===== config.mk =====
export PLATFORM = sky130hd
export DESIGN_NAME = tsts_ram
export DESIGN_NICKNAME = d
export VERILOG_FILES = /design/src/rtl/tdma_slot_timing_scheduler_macros.svh /design/src/rtl/tsts_ram.sv
export SDC_FILE = /design/constraint.sdc
export NUM_CORES = 1
export LEC_CHECK = 0
export BUFFER_PORTS_ARGS = -buffer_cell sky130_fd_sc_hd__buf_2
export CAP_MARGIN = 40
export CORE_AREA = 2 2 108 110
export CTS_CLUSTER_SIZE = 20
export DETAILED_ROUTE_END_ITERATION = 10
export DIE_AREA = 0 0 110 112
export GPL_ROUTABILITY_DRIVEN = 0
export PLACE_DENSITY = 0.75
export SLEW_MARGIN = 40
export SYNTH_ARGS = -nofsm -noshare
export SYNTH_HDL_FRONTEND = slang
export SYNTH_SLANG_ARGS = --single-unit
export TNS_END_PERCENT = 5

===== constraint.sdc =====
create_clock -name clock -period 2.1 [get_ports clock]
set_input_delay 0.21 -clock clock [delete_from_list [all_inputs] [get_ports clock]]
set_output_delay 0.21 -clock clock [all_outputs]
set_load 0.02 [all_outputs]

===== src/rtl/tdma_slot_timing_scheduler_macros.svh =====
// Assertion macros shared by the scheduler modules.
`ifndef TDMA_SLOT_TIMING_SCHEDULER_MACROS_SVH
`define TDMA_SLOT_TIMING_SCHEDULER_MACROS_SVH
`ifndef SYNTHESIS
`define TSTS_ASSERT(label, clk, rst, prop, msg) \
   label: assert property (@(posedge clk) disable iff (rst) (prop)) else $error(msg);
`define TSTS_ASSERT_NEXT(label, clk, rst, ante, cons, msg) \
   label: assert property (@(posedge clk) disable iff (rst) (ante) |=> (cons)) else $error(msg);
`else
`define TSTS_ASSERT(label, clk, rst, prop, msg)
`define TSTS_ASSERT_NEXT(label, clk, rst, ante, cons, msg)
`endif
`endif


===== src/rtl/tsts_ram.sv =====
// Generic single-port-write, single-read RAM with registered read data.
module tsts_ram #(
   parameter int WIDTH = 8,
   parameter int DEPTH = 16
) (
   input  logic                     clock,
   input  logic                     wr_en,
   input  logic [$clog2(DEPTH)-1:0] wr_addr,
   input  logic [WIDTH-1:0]         wr_data,
   input  logic [$clog2(DEPTH)-1:0] rd_addr,
   output logic [WIDTH-1:0]         rd_data
);
   logic [WIDTH-1:0] mem_ff [DEPTH];
   always_ff @(posedge clock) begin
      if (wr_en) begin
         mem_ff[wr_addr] <= wr_data;
      end
      rd_data <= mem_ff[rd_addr];
   end
endmodule


==> summary.txt <==
part of the power in combinational logic: 4.7%
Antenna diodes: 0
delay-heaviest family, CP: multiplexers
final worst-path cycle share: 65.90%
Hold Buf Count CTS: 0
R2R Setup Slk: 0.72 ns
worst skew pair latency: 0.41 ns
final setup TNS: 0 ns
Max Fclk: 722.6 MHz
DR pass1 iterations: 4
hold path depth: 1
final hold violation count: 0
HPWL Detailed: 6.128 mm
clock share of power: 47.6%
CTS tree: done
Critical Path RT: 2.39 ns
CTS Root Buffer Type: clkbuf_16
top-count cell post-synth: edfxtp_1
core area: 0.01117 sq mm
Yosys top cell area share: 74.67%
share of cells above drive strength 1: 31.99%
internal power: 5.126 mW
largest net degree at the start of global routing: 33
pwr dens: 1037 mW/mm^2
critical path type: reg -> reg
vias in the first global route: 2509
Hold WS: 0.1877 ns
Max Buffers Root-to-Sink: 2
crit-path cells: mux4_1 > a22oi_1 > nand2_1
Worst-path clk slew: 0.06 ns
die area: 0.01232 sq mm
GRT Util Overall: 17.01%
Seq cells post-synth: 136
drt wl/cell: 21.80 um
switching power: 1.263 mW
DRT antenna net count: 0
IO Pins: 26
unrepaired setup endpoints after global routing: false
Post-DP Area: 0.005548 sq mm
final net count: 302
skew final: 0.008575 ns
max_slew headroom: 54.28%
FP Rows: 39
DRC Markers: 0
worst hold start: wr_data[0]
drt initial violations: 193
Util after Layout: 55.16%
worst reg2reg path depth: 3
Yosys warning count: 0
Worst R2R Start: mem_ff[0][2]$_DFFE_PP_
H-tree lvl count: 4
CP arrival: 1.68 ns
Slowest cell on crit path: mux4_1
crit start category: flop
Mapped Cells: 229
global-route wire length before repair: 14.60 mm
max incr delay on CP: 0.52 ns
sequential share of the synthesized area: 77.78%
asr flop ratio synth: 0%
Reg power frac: 47.8%
Critical Path End Type: flop
post-CTS setup buffer count: 0
GR Overflow Total: 0
Final Cell Area: 0.006163 sq mm
Layout area overhead: 19.74%
# Max-Cap Violations: 0
status: finished, final reports clean
Die Y: 112 um
Avg Cell Area, Syn: 22.48 sq um
Synth top cells by count: edfxtp_1 (128), mux4_2 (18), a22oi_1 (16)
Vias: 2462
Worst Path Buf+Inv: 0
number of synthesized flops with an enable pin: 128
Netlist cell types: 19
worst hold endpoint: mem_ff[9][0]$_DFFE_PP_
PortBufs: 25
initial cell density of the core: 46.06%
max-slew violations: 0
crit-path max FO: 1
Final Critical Period: 1.384 ns
Sw Ratio: 19.77%
Routed WL: 9.590 mm
Leak Pwr: 2.112 nW
worst r2r dst: rd_data[2]$_DFF_P_
worst hold-check path type: in -> reg
biggest area consumer among synthesized cells: edfxtp_1
total CTS buffers: 17
Clock Sinks: 136
DR vias/cell: 5.595
die width: 110 um
Tightest Pin Transition: 0.6832 ns
Top FF cell, synth: edfxtp_1
Post-Synthesis Cell Area: 0.005147 sq mm
Post-CTS Resized: 0
largest cells by area after synthesis: edfxtp_1 (75%), mux4_2 (7.9%), mux4_1 (7.1%)
Max IR drop VDD: 0.0004411 V
initial antenna violation count: 0
syn nets: 247
final setup vio count: 0
-- sequential cells by signal, summed over array words and instances (netlist names) --
register  flops
rd_data       8
mem_ff      128
-- worst register-to-register path, delay by kind of cell, from the launching register on --
family,cells,cell delay [ns]
AO/OA/AOI/OAI,1,0.29
flip-flops,1,0.38
AND/OR/NAND/NOR,1,0.08
multiplexers,1,0.52
-- worst max path at each step --
stage	from	to	slack, ns	depth (start not counted)
5_1_grt	mem_ff[1][2]$_DFFE_PP_	rd_data[2]$_DFF_P_	0.62	3
3_5_place_dp	rd_addr[0]	rd_data[2]$_DFF_P_	0.40	5
4_1_cts	mem_ff[0][2]$_DFFE_PP_	rd_data[2]$_DFF_P_	0.70	3
6_report	mem_ff[0][2]$_DFFE_PP_	rd_data[2]$_DFF_P_	0.72	3
3_3_place_gp	rd_addr[0]	rd_data[2]$_DFF_P_	0.43	5
2_1_floorplan	wr_addr[2]	mem_ff[0][0]$_DFFE_PP_	0.40	2
-- area by class of cell --
cell class / instances / area, sq um
multi-input combinational: 83 / 1057
sequential: 136 / 4004
fill: 812 / 5011
tap: 143 / 178.9
clock inverter: 10 / 141.4
clock buffer: 22 / 474.2
timing repair buffer: 46 / 307.8
-- cells in the final DEF, fill, tap and decap left out, types with 2 or more instances in the layout --
| cell type | netlist | final |
|---|---|---|
| dfxtp_1 | 8 | 8 |
| inv_6 | 0 | 2 |
| nand2b_1 | 2 | 2 |
| a22oi_1 | 16 | 16 |
| buf_12 | 0 | 2 |
| clkbuf_1 | 0 | 2 |
| buf_4 | 1 | 19 |
| nand3b_1 | 2 | 2 |
| clkinvlp_4 | 0 | 2 |
| mux4_1 | 14 | 14 |
| nand2_1 | 9 | 9 |
| edfxtp_1 | 128 | 128 |
| clkinv_2 | 0 | 2 |
| clkbuf_16 | 0 | 17 |
| nor3_1 | 4 | 4 |
| nor2_1 | 13 | 13 |
| buf_2 | 3 | 25 |
| mux4_2 | 18 | 18 |
| bufinv_16 | 0 | 3 |
| clkbuf_8 | 0 | 3 |
-- logic make-up after synthesis --
logic type / count (synthesis) / synth area share, %
mux: 32 / 15.02
flops: 136 / 77.78
simple gates: 35 / 3.184
buf+inv: 10 / 1.677
compound gates: 16 / 2.334
-- power groups by stage --
stage | clock, mW | combinational [mW] | sequential (mW)
global placement | 0 | 0.291 | 3.10
detailed placement | 0 | 0.301 | 3.11
global route | 3.19 | 0.325 | 3.06
finish | 3.04 | 0.299 | 3.05
floorplan | 0 | 0.154 | 3.13
CTS | 3.08 | 0.303 | 3.05
-- per-layer routing --
| layer | up-vias | wire length (um) | GRT usage, % |
|---|---|---|---|
| met5 | - | 0 | 0 |
| met4 | 0 | 159 | 6.751 |
| met3 | 14 | 741 | 4.684 |
| met2 | 109 | 4779 | 26.26 |
| met1 | 1257 | 3909 | 23.04 |
| li1 | 1082 | - | - |
-- metrics by stage --
| step | cells | setup slack [ns] | power [mW] |
|---|---|---|---|
| after global placement | 408 | 0.4250 | 3.395 |
| after floorplan | 229 | 0.3971 | 3.281 |
| final | 440 | 0.7161 | 6.390 |
| after CTS | 440 | 0.7003 | 6.437 |
| after global routing | 440 | 0.6193 | 6.569 |
| after detailed placement | 408 | 0.3968 | 3.410 |
Power figures use the tool's default switching activity.
